`config.mk`:
```
export PLATFORM = sky130hd
export DESIGN_NAME = rgba_pixel_format_packer
export DESIGN_NICKNAME = d
export VERILOG_FILES = /design/src/hw/rtl/rgbpk_pkg.sv /design/src/hw/rtl/rgbpk_front.sv /design/src/hw/rtl/rgbpk_queue.sv /design/src/hw/rtl/rgbpk_back.sv /design/src/hw/rtl/rgba_pixel_format_packer.sv
export SDC_FILE = /design/constraint.sdc
export NUM_CORES = 1
export LEC_CHECK = 0
export BUFFER_PORTS_ARGS = -buffer_cell sky130_fd_sc_hd__buf_4
export CAP_MARGIN = 0
export CORE_UTILIZATION = 55
export CTS_CLUSTER_DIAMETER = 100
export DETAILED_ROUTE_END_ITERATION = 10
export GPL_TIMING_DRIVEN = 1
export PLACE_DENSITY = 0.76
export SYNTH_ARGS = -nofsm -noshare
export SYNTH_HDL_FRONTEND = slang
export SYNTH_HIERARCHICAL = 1
export SYNTH_SLANG_ARGS = --single-unit
```
`constraint.sdc`:
```
create_clock -name clk -period 17.2 [get_ports clk]
set_input_delay 3.44 -clock clk [delete_from_list [all_inputs] [get_ports clk]]
set_output_delay 3.44 -clock clk [all_outputs]
set_load 0.1 [all_outputs]
```
`src/hw/rtl/rgbpk_pkg.sv`:
```
// Package for the RGBA pixel packer: format codes, configuration and
// queue entry types, and shared sizes. No dependencies.
`timescale 1ns / 1ps
`default_nettype none
package rgbpk_pkg;

  localparam logic [2:0] FMT_RGB332   = 3'd0;
  localparam logic [2:0] FMT_RGB565   = 3'd1;
  localparam logic [2:0] FMT_ARGB8888 = 3'd2;
  localparam logic [2:0] FMT_ALPHA1   = 3'd3;
  localparam logic [2:0] FMT_ALPHA2   = 3'd4;
  localparam logic [2:0] FMT_ALPHA4   = 3'd5;
  localparam logic [2:0] FMT_ALPHA8   = 3'd6;

  // register indexes on the APB port
  localparam logic [1:0] REG_PIXEL_FORMAT = 2'd0;
  localparam logic [1:0] REG_KEEP_ALPHA   = 2'd1;
  localparam logic [1:0] REG_SWAP_BYTES   = 2'd2;
  localparam logic [1:0] REG_ROW_PIXELS   = 2'd3;

  localparam int QDEPTH = 4;
  localparam int QPTR_W = $clog2(QDEPTH);

  typedef struct packed {
    logic [2:0]  pixel_format;
    logic        keep_alpha;
    logic        swap_bytes;
    logic [10:0] row_pixels;
  } cfg_t;

  // bytes caused by one pixel, sent from index 0 up; count is 0..4
  typedef struct packed {
    logic [3:0][7:0] bytes;
    logic [2:0]      count;
  } entry_t;

  // queue handshake between front and back
  typedef struct packed {
    logic full;
    logic empty;
  } q_status_t;

endpackage
`default_nettype wire

```
`src/hw/rtl/rgbpk_front.sv`:
```
// Front end: accepts pixels, converts them into up to four bytes and tracks
// the row column and the alpha packing state. Uses rgbpk_pkg.
`timescale 1ns / 1ps
`default_nettype none
module rgbpk_front import rgbpk_pkg::*; (
  input  wire logic       clk,
  input  wire logic       rst,
  input  wire cfg_t       cfg,
  input  wire logic       in_valid,
  output logic            in_ready,
  input  wire logic [7:0] red,
  input  wire logic [7:0] green,
  input  wire logic [7:0] blue,
  input  wire logic [7:0] alpha,
  input  wire q_status_t  q_status,
  output logic            push,
  output entry_t          push_entry
);

  logic [10:0] column_count, column_count_next;
  logic [7:0]  pack_byte, pack_byte_next;
  logic [2:0]  pack_bits_used, pack_bits_used_next;

  logic        accept;
  logic [11:0] row_len;
  logic        row_end;
  logic [1:0]  bits_log;
  logic [3:0]  bits;
  logic [7:0]  sample;
  logic        overflow;
  logic [7:0]  base_byte;
  logic [3:0]  base_used;
  logic [3:0]  shift;
  logic [7:0]  new_byte;
  logic [3:0]  new_used;
  logic [15:0] w565;
  entry_t      ent;

  assign in_ready = !q_status.full;
  assign accept   = in_valid && in_ready;

  // a row length of zero stands for 2048 pixels
  assign row_len = (cfg.row_pixels == 11'd0) ? 12'd2048 : {1'b0, cfg.row_pixels};
  assign row_end = ({1'b0, column_count} + 12'd1) >= row_len;

  assign bits_log = 2'(cfg.pixel_format - FMT_ALPHA1);
  assign bits     = 4'd1 << bits_log;
  assign sample   = alpha >> (4'd8 - bits);
  assign overflow = ({1'b0, pack_bits_used} + bits) > 4'd8;
  assign base_byte = overflow ? 8'd0 : pack_byte;
  assign base_used = overflow ? 4'd0 : {1'b0, pack_bits_used};
  assign shift     = 4'd8 - bits - base_used;
  assign new_byte  = base_byte | (sample << shift);
  assign new_used  = base_used + bits;

  assign w565 = {red[7:3], green[7:2], blue[7:3]};

  always_comb begin
    ent = '0;
    pack_byte_next      = pack_byte;
    pack_bits_used_next = pack_bits_used;
    case (cfg.pixel_format) inside
      FMT_RGB332: begin
        ent.bytes[0] = {red[7:5], green[7:5], blue[7:6]};
        ent.bytes[1] = alpha;
        ent.count    = cfg.keep_alpha ? 3'd2 : 3'd1;
      end
      FMT_RGB565: begin
        ent.bytes[0] = cfg.swap_bytes ? w565[15:8] : w565[7:0];
        ent.bytes[1] = cfg.swap_bytes ? w565[7:0] : w565[15:8];
        ent.bytes[2] = alpha;
        ent.count    = cfg.keep_alpha ? 3'd3 : 3'd2;
      end
      FMT_ARGB8888: begin
        ent.bytes[0] = blue;
        ent.bytes[1] = green;
        ent.bytes[2] = red;
        ent.bytes[3] = cfg.keep_alpha ? alpha : 8'hFF;
        ent.count    = 3'd4;
      end
      FMT_ALPHA1, FMT_ALPHA2, FMT_ALPHA4, FMT_ALPHA8: begin
        // a sample that does not fit first pushes out the partial byte
        if (overflow) begin
          ent.bytes[0] = pack_byte;
          ent.bytes[1] = new_byte;
        end else begin
          ent.bytes[0] = new_byte;
        end
        if (new_used >= 4'd8 || row_end) begin
          ent.count           = overflow ? 3'd2 : 3'd1;
          pack_byte_next      = 8'd0;
          pack_bits_used_next = 3'd0;
        end else begin
          ent.count           = overflow ? 3'd1 : 3'd0;
          pack_byte_next      = new_byte;
          pack_bits_used_next = new_used[2:0];
        end
      end
      default: ent.count = 3'd0;
    endcase
    if (row_end) begin
      column_count_next   = 11'd0;
      pack_byte_next      = 8'd0;
      pack_bits_used_next = 3'd0;
    end else begin
      column_count_next = column_count + 11'd1;
    end
  end

  assign push       = accept && (ent.count != 3'd0);
  assign push_entry = ent;

  always_ff @(posedge clk) begin
    if (rst) begin
      column_count   <= '0;
      pack_byte      <= '0;
      pack_bits_used <= '0;
    end else if (accept) begin
      column_count   <= column_count_next;
      pack_byte      <= pack_byte_next;
      pack_bits_used <= pack_bits_used_next;
    end
  end

endmodule
`default_nettype wire

```
`src/hw/rtl/rgbpk_queue.sv`:
```
// Short FIFO of per-pixel byte groups between front and back ends.
// Uses rgbpk_pkg for the entry type and depth.
`timescale 1ns / 1ps
`default_nettype none
module rgbpk_queue import rgbpk_pkg::*; (
  input  wire logic   clk,
  input  wire logic   rst,
  input  wire logic   push,
  input  wire entry_t push_entry,
  input  wire logic   pop,
  output entry_t      head,
  output q_status_t   status
);

  entry_t              mem [QDEPTH];
  logic [QPTR_W-1:0]   wr_ptr, rd_ptr;
  logic [QPTR_W:0]     fill;

  assign head         = mem[rd_ptr];
  assign status.full  = (fill == (QPTR_W+1)'(QDEPTH));
  assign status.empty = (fill == '0);

  always_ff @(posedge clk) begin
    if (push) begin
      mem[wr_ptr] <= push_entry;
    end
  end

  always_ff @(posedge clk) begin
    if (rst) begin
      wr_ptr <= '0;
      rd_ptr <= '0;
      fill   <= '0;
    end else begin
      if (push) wr_ptr <= wr_ptr + 1'b1;
      if (pop)  rd_ptr <= rd_ptr + 1'b1;
      if (push && !pop)      fill <= fill + 1'b1;
      else if (pop && !push) fill <= fill - 1'b1;
    end
  end

endmodule
`default_nettype wire

```
`src/hw/rtl/rgbpk_back.sv`:
```
// Back end: holds one byte group and sends its bytes one per cycle while
// out_ready is high, flagging the last byte of each pixel. Uses rgbpk_pkg.
`timescale 1ns / 1ps
`default_nettype none
module rgbpk_back import rgbpk_pkg::*; (
  input  wire logic       clk,
  input  wire logic       rst,
  input  wire entry_t     head,
  input  wire q_status_t  q_status,
  output logic            pop,
  output logic            out_valid,
  input  wire logic       out_ready,
  output logic [7:0]      out_byte,
  output logic            last_of_run
);

  entry_t     work;
  logic       work_valid;
  logic [1:0] idx;
  logic       load;

  assign out_valid   = work_valid;
  assign out_byte    = work.bytes[idx];
  assign last_of_run = ({1'b0, idx} + 3'd1) == work.count;

  // reload when empty or when the last byte leaves this cycle
  assign load = !work_valid || (out_ready && last_of_run);
  assign pop  = load && !q_status.empty;

  always_ff @(posedge clk) begin
    if (pop) begin
      work <= head;
    end
  end

  always_ff @(posedge clk) begin
    if (rst) begin
      work_valid <= 1'b0;
      idx        <= '0;
    end else if (load) begin
      work_valid <= !q_status.empty;
      idx        <= '0;
    end else if (out_ready) begin
      idx <= idx + 2'd1;
    end
  end

endmodule
`default_nettype wire

```
`src/hw/rtl/rgba_pixel_format_packer.sv`:
```
// RGBA8888 pixel packer top level: APB register file, front end, queue and
// back end. Uses rgbpk_pkg, rgbpk_front, rgbpk_queue and rgbpk_back.
`timescale 1ns / 1ps
`default_nettype none
// Takes one RGBA8888 pixel per transaction and emits the converted stream one
// byte per transaction, last_of_run marking the final byte of each pixel. The
// byte serializer sends one byte per cycle while out_ready is high, and the
// input takes at most one pixel per cycle, stalling on a full queue. A pixel
// yields 1-2 bytes for rgb332, 2-3 for rgb565, 4 for argb8888 and 0-2 for
// the alpha formats. A four-entry queue between conversion and serializer
// lets pixels keep arriving while bytes drain. Registers (APB, 4-byte spacing):
// pixel_format, keep_alpha, swap_bytes, row_pixels; write them only while idle.
module rgba_pixel_format_packer import rgbpk_pkg::*; (
  input  wire logic        clk,
  input  wire logic        rst,
  input  wire logic        psel,
  input  wire logic        penable,
  input  wire logic        pwrite,
  input  wire logic [3:0]  paddr,
  input  wire logic [31:0] pwdata,
  output logic [31:0]      prdata,
  output logic             pready,
  input  wire logic        in_valid,
  output logic             in_ready,
  input  wire logic [7:0]  red,
  input  wire logic [7:0]  green,
  input  wire logic [7:0]  blue,
  input  wire logic [7:0]  alpha,
  output logic             out_valid,
  input  wire logic        out_ready,
  output logic [7:0]       out_byte,
  output logic             last_of_run
);

  cfg_t      cfg;
  q_status_t q_status;
  logic      push;
  logic      pop;
  entry_t    push_entry;
  entry_t    head;

  assign pready = 1'b1;

  always_ff @(posedge clk) begin
    if (rst) begin
      cfg.pixel_format <= FMT_RGB332;
      cfg.keep_alpha   <= 1'b0;
      cfg.swap_bytes   <= 1'b0;
      cfg.row_pixels   <= 11'd1;
    end else if (psel && penable && pwrite) begin
      unique case (paddr[3:2])
        REG_PIXEL_FORMAT: cfg.pixel_format <= pwdata[2:0];
        REG_KEEP_ALPHA:   cfg.keep_alpha   <= pwdata[0];
        REG_SWAP_BYTES:   cfg.swap_bytes   <= pwdata[0];
        REG_ROW_PIXELS:   cfg.row_pixels   <= pwdata[10:0];
        default: ;
      endcase
    end
  end

  always_comb begin
    unique case (paddr[3:2])
      REG_PIXEL_FORMAT: prdata = {29'd0, cfg.pixel_format};
      REG_KEEP_ALPHA:   prdata = {31'd0, cfg.keep_alpha};
      REG_SWAP_BYTES:   prdata = {31'd0, cfg.swap_bytes};
      REG_ROW_PIXELS:   prdata = {21'd0, cfg.row_pixels};
      default:          prdata = 32'd0;
    endcase
  end

  rgbpk_front u_front (
    .clk        (clk),
    .rst        (rst),
    .cfg        (cfg),
    .in_valid   (in_valid),
    .in_ready   (in_ready),
    .red        (red),
    .green      (green),
    .blue       (blue),
    .alpha      (alpha),
    .q_status   (q_status),
    .push       (push),
    .push_entry (push_entry)
  );

  rgbpk_queue u_queue (
    .clk        (clk),
    .rst        (rst),
    .push       (push),
    .push_entry (push_entry),
    .pop        (pop),
    .head       (head),
    .status     (q_status)
  );

  rgbpk_back u_back (
    .clk         (clk),
    .rst         (rst),
    .head        (head),
    .q_status    (q_status),
    .pop         (pop),
    .out_valid   (out_valid),
    .out_ready   (out_ready),
    .out_byte    (out_byte),
    .last_of_run (last_of_run)
  );

endmodule
`default_nettype wire

```
# Yosys cells after proc, flatten, opt, wreduce, memory -nomap -nowiden
# Memories as Yosys holds them, arrays and structs flattened. A register that Yosys moved wholly into a read port is not among the register bits.
# Cells that the tools add are included.
[op_classes]
addsub = 13
n_mul = 0
div_mod_pow = 0
n_lt_le_gt_ge = 4
eq_ne = 14
n_shift = 3
mux = 47
bitwise = 1
reduce_logical = 29
[op_table]
columns = ["cell", "count"]
rows = [
  ["$mux W8", 19],
  ["$pmux W32 S4", 1],
  ["$mux W16", 4],
  ["$mux W3", 14],
  ["$bmux W8 S2", 1],
  ["$add A11 B1 Y12 const B", 1],
  ["$eq A3 B3 Y1 const B", 4],
  ["$ge A12 B12 Y1", 1],
  ["$mux W12", 1],
  ["$add A11 B1 Y11 const B", 1],
  ["$logic_not A11 Y1", 1],
  ["$mux W11", 1],
  ["$logic_and A1 B1 Y1", 8],
  ["$or A8 B8 Y8", 1],
  ["$reduce_and A2 Y1", 4],
  ["$shl A8 B4 Y8", 1],
  ["$shr A8 B4 Y8", 1],
  ["$add A2 B1 Y2 const B", 3],
  ["$eq A3 B2 Y1 const B", 2],
  ["$logic_not A3 Y1", 2],
  ["$ne A2 B1 Y1 const B", 3],
  ["$logic_not A1 Y1", 5],
  ["$reduce_and A5 Y1", 1],
  ["$add A3 B4 Y4", 1],
  ["other kinds (23)", 30],
]
[totals]
regBits = 48
latchBits = 0
mem_bits_rw = 140
rom_bits = 0
in_bits = 75
out_inout_bits = 44
word_cells = 124
n_memories = 1
[memory_table]
columns = ["name", "depth", "word_bits", "read_ports", "rd_ports_with_merged_regs", "wr", "line", "source"]
rows = [
  ["u_queue.mem", 4, 35, 1, 1, 1, "rgbpk_queue.sv:15", "entry_t mem [QDEPTH];"],
]

# Longest topological paths before layout
# Gate-level depths: netlist of run 1.
[logic_depth]
ltp_word = 19
ltp_mapped = 28
mapped_depth_nobuf = 27

# Modules after synthesis
# The synthesis of run 1 kept the hierarchy.
[modules_own_cells]
columns = ["mod", "instances", "cells_each", "area_each_um2", "seq_area_each_um2"]
rows = [
  ["rgbpk_queue", 1, 227, 5531.6, 4384.2],
  ["rgbpk_front", 1, 514, 3527.1, 440.4],
  ["rgbpk_back", 1, 64, 1422.6, 1111.1],
  ["rgba_pixel_format_packer", 1, 110, 957.2, 320.3],
]

# Least setup slack after synthesis of run 1
# No wires, ideal clock.
[synth_timing]
path_kind = "input-to-output"
from = "in paddr[2]"
to = "out prdata[1]"
arrival_ns = 4.457
required_time_ns = 13.760
slack_ns = 9.303
path_stages = 3
n_path_buf = 1
path_cell_list = "buf_2 > nor2_1 > a22o_1"
[synth_between]
elab_chain_len = 2
word_cells_on_any_way = 5
classes_between = "3 x eq/ne; 1 x mux; 1 x reduce/logical"
[synth_lines]
columns = ["item", "line", "source"]
rows = [
  ["start: declaration", "rgba_pixel_format_packer.sv:19", "input wire logic [3:0] paddr,"],
  ["$eq A2 B2 Y1, or another cell as far along", "rgba_pixel_format_packer.sv:62", "unique case (paddr[3:2])"],
  ["$pmux W32 S4 (*)", "rgba_pixel_format_packer.sv:62", ""],
  ["end: declaration", "rgba_pixel_format_packer.sv:21", "output logic [31:0] prdata,"],
]
# Every way passes the cells marked *; elsewhere a longest branch is shown, timed or not. The select of a mux whose other input is x is not followed.

# Final worst setup path of run 1
[layout_timing]
from = "in paddr[2]"
to = "out prdata[0]"
# The elaborated chain is that of the path after synthesis.

==> results.py, run 1 <==
metrics = {
    "routing": {
        "drt_pre_antenna_iters": 8,
        "drc": 0,
        "wl_um": 25170,
        "wl_per_cell_um": 20.01,
        "initialDrtViolationCount": 674,
        "avgViaCountPerCell": 6.079,
        "ant_nets": 0,
        "vias": 7648,
    },
    "global_routing": {
        "antenna_found_initial": 0,
        "gr-total-overflow": 0,
        "track_usage_pct": 23.88,
        "grt_pass1_vias": 7332,
        "grt_pass1_wl_um": 39880,
        "grt_max_degree": 54,
    },
    "clock_network": {
        "cts_sinks": 225,
        "htreeDepth": 1,
        "ctsHoldBuffers": 0,
        "insertion_delay_ns": 0.51,
        "post_cts_resized": 0,
        "cts_setup_buffers": 0,
        "cts_made_buffers": 24,
        "cts_tree": "built",
        "cts-root-buf": "clkbuf_16",
        "clk_pin_slew_ns": 0.06,
        "cts_buffer_depth": 3,
    },
    "synth": {
        "synth-seq-cells": 225,
        "synth_top_area_share_pct": 45.94,
        "ys.flop_type": "edfxtp_1",
        "synth_common_cells": "edfxtp_1 (175), a21oi_1 (59), nor2_1 (59), nand2_1 (55), dfxtp_1 (50)",
        "netlist_area_um2": 11440,
        "avgSynthCellArea_um2": 12.50,
        "synth_most_common_cell": "edfxtp_1",
        "yosysSeqAreaShare_pct": 54.69,
        "synth_cells": 915,
        "yosys.area.top_type": "edfxtp_1",
        "synth_edf_count": 175,
        "synthTopCellsByArea": "edfxtp_1 (46%), dfxtp_1 (8.8%), mux4_2 (7.5%)",
        "synthArstFlopShare_pct": 0,
        "yosysWarnings": 6,
        "ys_types": 76,
    },
    "timing": {
        "fmax_mhz": 126.6,
        "worstMarginPinSlew_ns": 1.125,
        "fin_crit_ns": 7.897,
        "finalSetupViolCount": 0,
        "hold_viol_final": 0,
        "rsz0062_at_grt": "false",
        "fin_skew_ns": 0.01076,
        "fin_crit_sh_pct": 45.91,
        "fin_setup_tns_ns": 0,
        "max_slew_margin_pct": 24.85,
        "worst_slack_ns": 9.303,
        "finalMaxSlewViolations": 0,
    },
    "worst_setup_path": {
        "cp.arrival_ns": 4.46,
        "max_stage_delay_ns": 0.59,
        "crit_top_cell": "buf_4",
        "crit_required_ns": 13.76,
        "cp_num_buf_inv": 2,
        "path_delay_family": "multiplexers",
        "path_class": "primary input to output pin",
        "cpMaxStageDelayCell": "mux4_1",
        "cp-end-kind": "output pin",
        "start_kind": "primary input",
        "crit_chain": "buf_4 > mux4_1 > buf_4",
        "path_max_fanout": 15,
    },
    "placed_design": {
        "place.gp.congestion": 0.9004,
        "place_ws_ns": 9.314,
        "dpl.hpwl_um": 16470,
        "dp_cells": 1214,
        "io_buffers": 73,
    },
    "run": {
        "drv_cap": 0,
    },
    "floorplanning": {
        "die_h_um": 146.2,
        "die_w_um": 146.2,
        "num_rows": 52,
        "die-area_um2": 21380,
        "core_um2": 20300,
        "start_util_pct": 56.35,
        "io_pins": 119,
    },
    "layout": {
        "n_antenna_cell": 0,
        "synthToLayoutAreaGrowth_pct": 11.70,
        "final_cells": 1258,
        "final_layout_size_suffix_gt1_share_pct": 18.02,
        "final_nets": 1083,
    },
    "min_path": {
        "hp-class": "flop to flop",
    },
    "power": {
        "p_leak_uw": 0.004635,
        "pwr_density_cell_nw_per_um2": 127.0,
        "ir_drop_v": 0.00006890,
    },
    "run_status": {
        "status": "complete, no violations",
    },
}
-- cell families (layout without fill, tap and decap cells) --
kind of cell | Yosys count | in the layout | synth area share (%)
AND/OR/NAND/NOR | 241 | 241 | 10.70
other | 2 | 22 | 0.06566
multiplexers | 77 | 77 | 11.80
XOR/XNOR | 23 | 23 | 1.827
adder cells (fa/ha/maj) | 38 | 38 | 4.419
AO/OA/AOI/OAI | 189 | 189 | 10.99
buffers and inverters | 120 | 173 | 5.502
flip-flops | 225 | 225 | 54.69
-- cell type report --
class	count	area, um^2
Sequential cell	225	6257
Timing Repair Buffer	84	630.6
Clock buffer	31	648.1
Inverter	45	168.9
Fill cell	1557	7522
Tap cell	270	337.8
Clock inverter	13	93.84
Multi-Input combinational cell	590	4641
-- cell usage in the layout, fill, tap and decap left out, drive strengths merged, types with 4 or more instances in the layout --
cell type	n
edfxtp	175
buf	84
nor2	60
a21oi	59
nand2	55
dfxtp	50
mux4	44
o21ai	43
inv	43
ha	34
clkbuf	31
mux2i	28
nand3	22
conb	22
and3	18
nand2b	16
nor3	16
xor2	14
nor2b	14
clkinv	12
nand3b	10
xnor2	9
a211oi	8
o22ai	7
and2	7
o32ai	7
nor4	6
a221o	6
mux2	5
or2	5
a22o	4
a31oi	4
a22oi	4
o21a	4
a41o	4
a221oi	4
fa	4
o41ai	4
-- through the flow --
stage | area [um^2] | hold WS (ns) | power, uW | utilization, %
final | 12780 | 0.4795 | 1623 | 62.94
after global placement | 12040 | 0.4619 | 1142 | 59.29
after CTS | 12780 | 0.4785 | 1637 | 62.94
after global routing | 12780 | 0.4899 | 1688 | 62.94
after floorplan | 11510 | 0.4528 | 1066 | -
after detailed placement | 12040 | 0.4698 | 1153 | 59.29
-- path summary, 6_finish.rpt --
| kind | startpoint | to | slack, ns | cells after the start |
|---|---|---|---|---|
| worst max-delay path | paddr[2] | prdata[0] | 9.30 | 3 |
| worst min-delay path | u_front/column_count[10] | u_front/column_count[10] | 0.48 | 2 |
| worst max register to register | cfg[14] | u_queue/fill[2] | 9.82 | 26 |
| worst min register to register | u_front/column_count[10] | u_front/column_count[10] | 0.48 | 2 |
-- tightest hold or removal path: stages, from the launching register on --
cell and delay [ns]:
dfxtp_1 0.33, nand2_1 0.06, a21oi_1 0.05
-- routing by layer --
metal | global-route usage, % | vias to the layer above | wire length, um
li1 | - | 3535 | -
met1 | 32.05 | 3728 | 10440
met2 | 40.07 | 331 | 12300
met3 | 3.906 | 54 | 1799
met4 | 7.292 | 0 | 626
met5 | 0 | - | 0
-- power by group --
group          internal, uW  switching (uW)
Clock                   281             201
Combinational           135             279
Sequential              697            30.2
-- state kept, by name, summed over array words and instances, names as in the netlist, named ones only --
register and count:
u_front/pack_bits_used 3, cfg 16, u_back/out_valid 1, u_back/idx 2, u_queue/fill 3, u_queue/rd_ptr 2
u_front/pack_byte 8, u_queue/mem 140, u_front/column_count 11, u_back/work 35, u_queue/wr_ptr 2
Power figures use the tool's default switching activity.
==> run 2: changes to the inputs <==
--- a/config.mk
+++ b/config.mk
@@ -7,11 +7,11 @@
 export LEC_CHECK = 0
 export BUFFER_PORTS_ARGS = -buffer_cell sky130_fd_sc_hd__buf_4
 export CAP_MARGIN = 0
-export CORE_UTILIZATION = 55
+export CORE_UTILIZATION = 54
 export CTS_CLUSTER_DIAMETER = 100
 export DETAILED_ROUTE_END_ITERATION = 10
 export GPL_TIMING_DRIVEN = 1
-export PLACE_DENSITY = 0.76
+export PLACE_DENSITY = 0.78
 export SYNTH_ARGS = -nofsm -noshare
 export SYNTH_HDL_FRONTEND = slang
 export SYNTH_HIERARCHICAL = 1
==> constraint.sdc (replaced) <==
create_clock -name clk -period 6.6 [get_ports clk]
set_input_delay 1.32 -clock clk [delete_from_list [all_inputs] [get_ports clk]]
set_output_delay 1.32 -clock clk [all_outputs]
set_load 0.1 [all_outputs]
==> results.py, run 2 (synthesis results as in run 1) <==
metrics = {
    "run_status": {
        "status": "complete, no violations",
    },
    "floorplanning": {
        "die_w_um": 147.5,
        "die-area_um2": 21770,
        "num_rows": 52,
        "core_um2": 20490,
        "start_util_pct": 55.81,
        "io_pins": 119,
        "die_h_um": 147.5,
    },
    "worst_setup_path": {
        "crit_required_ns": 7.04,
        "crit_top_cell": "ha_1",
        "crit_cells": 26,
        "start_kind": "flop",
        "path_delay_family": "adder cells",
        "critPathLaunch": "cfg[14]",
        "path_max_fanout": 8,
        "cpMaxStageDelayCell": "dfxtp_1",
        "cp-end-kind": "flop",
        "max_stage_delay_ns": 0.44,
        "r2r_cells": 26,
        "r2r_setup_slack_ns": 0.47,
        "cp.arrival_ns": 6.57,
        "endpoint": "u_queue/fill[2]",
        "r2r_end": "u_queue/fill[2]",
        "worstReg2RegStart": "cfg[14]",
        "path_class": "flop to flop",
        "cp_num_buf_inv": 3,
    },
    "clock_network": {
        "cts-root-buf": "clkbuf_16",
        "post_cts_resized": 0,
        "insertion_delay_ns": 0.52,
        "cts_setup_buffers": 0,
        "cts_sinks": 225,
        "htreeDepth": 1,
        "ctsHoldBuffers": 0,
        "cts_tree": "built",
        "cts_made_buffers": 24,
        "cts_buffer_depth": 3,
        "clk_pin_slew_ns": 0.06,
    },
    "timing": {
        "fin_crit_ns": 6.126,
        "worstMarginPinSlew_ns": 1.129,
        "timing.hold.ws_ns": 0.4864,
        "fin_skew_ns": 0.01490,
        "finalSetupViolCount": 0,
        "hold_viol_final": 0,
        "max_slew_margin_pct": 24.59,
        "finalMaxSlewViolations": 0,
        "rsz0062_at_grt": "false",
        "fin_crit_sh_pct": 92.82,
        "fin_setup_tns_ns": 0,
        "fmax_mhz": 163.2,
    },
    "placed_design": {
        "dpl.hpwl_um": 17140,
        "place.gp.congestion": 0.9304,
        "io_buffers": 73,
    },
    "layout": {
        "fin_util_pct": 62.72,
        "layout_commonest_cell": "edfxtp_1",
        "top_regs": "u_queue/mem x140, u_back/work x35, cfg x16",
        "top_register": "u_queue/mem",
        "n_antenna_cell": 0,
        "final_layout_size_suffix_gt1_share_pct": 19.11,
        "final_cell_mix": "edfxtp_1 (175), buf_4 (90), nor2_1 (59), a21oi_1 (59), nand2_1 (55)",
        "synthToLayoutAreaGrowth_pct": 12.38,
        "fillers": 1535,
        "largest_register_ffs": 140,
        "final_nets": 1089,
    },
    "routing": {
        "wl_um": 26240,
        "wl_per_cell_um": 20.76,
        "vias": 7778,
        "avgViaCountPerCell": 6.153,
        "drt_pre_antenna_iters": 6,
        "drc": 0,
        "initialDrtViolationCount": 816,
        "ant_nets": 0,
    },
    "min_path": {
        "hp-class": "flop to flop",
    },
    "global_routing": {
        "antenna_found_initial": 0,
        "track_usage_pct": 24.41,
        "grt_max_degree": 54,
        "gr-total-overflow": 0,
        "grt_pass1_vias": 7511,
        "grt_pass1_wl_um": 41230,
    },
    "power": {
        "p_leak_uw": 0.004690,
        "ir_drop_v": 0.0001616,
        "pwr_density_cell_nw_per_um2": 335.3,
    },
    "run": {
        "drv_cap": 0,
    },
}
## run 2: tightest hold or removal path: stages (launching register included)
cell	delay, ns
dfxtp_1	0.31
inv_1	0.05
o32ai_1	0.08
## run 2: worst min path at each step
| stage | slack [ns] | depth (start not counted) | startpoint | to |
|---|---|---|---|---|
| finish | 0.49 | 2 | u_front/pack_byte[3] | u_front/pack_byte[3] |
| global route | 0.51 | 2 | u_front/pack_byte[3] | u_front/pack_byte[3] |
| CTS | 0.48 | 2 | u_front/pack_byte[3] | u_front/pack_byte[3] |
| detailed placement | 0.47 | 2 | u_front/pack_byte[3] | u_front/pack_byte[3] |
| global placement | 0.46 | 2 | u_front/pack_byte[1] | u_front/pack_byte[1] |
| floorplan | 0.45 | 2 | u_front/column_count[10] | u_front/column_count[10] |
## run 2: per-layer routing
metal	part of all wire [%]	wire length, um	track usage [%]
met1	40	10540	32.06
met2	50	13220	42.59
met3	7.2	1879	3.210
met4	2.3	603	6.804
met5	0	0	0
## run 2: layout make-up
type	count	area, um^2	share of cell area (%)
sequential	225	6257	48.68
tap	270	337.8	2.628
multi-input combinational	590	4641	36.10
inverter	45	168.9	1.314
clock buffer	29	640.6	4.983
clock inverter	15	133.9	1.041
timing repair buffer	90	675.6	5.256
## run 2: power by group
group	leakage (uW)	internal (uW)	switching [uW]
clock network	0.000380	772	543
registers	0.00203	1820	83.2
logic	0.00228	355	739
## run 2: metrics by stage
stage,cell area [um^2],power [uW],cells,setup slack [ns]
6_report,12850,4310,1264,0.4737
5_1_grt,12850,4462,1264,0.09940
4_1_cts,12850,4341,1264,0.5084
3_5_place_dp,12080,3013,1220,0.5398
3_3_place_gp,12080,2974,1220,0.5924
2_1_floorplan,11510,2778,935,0.5524
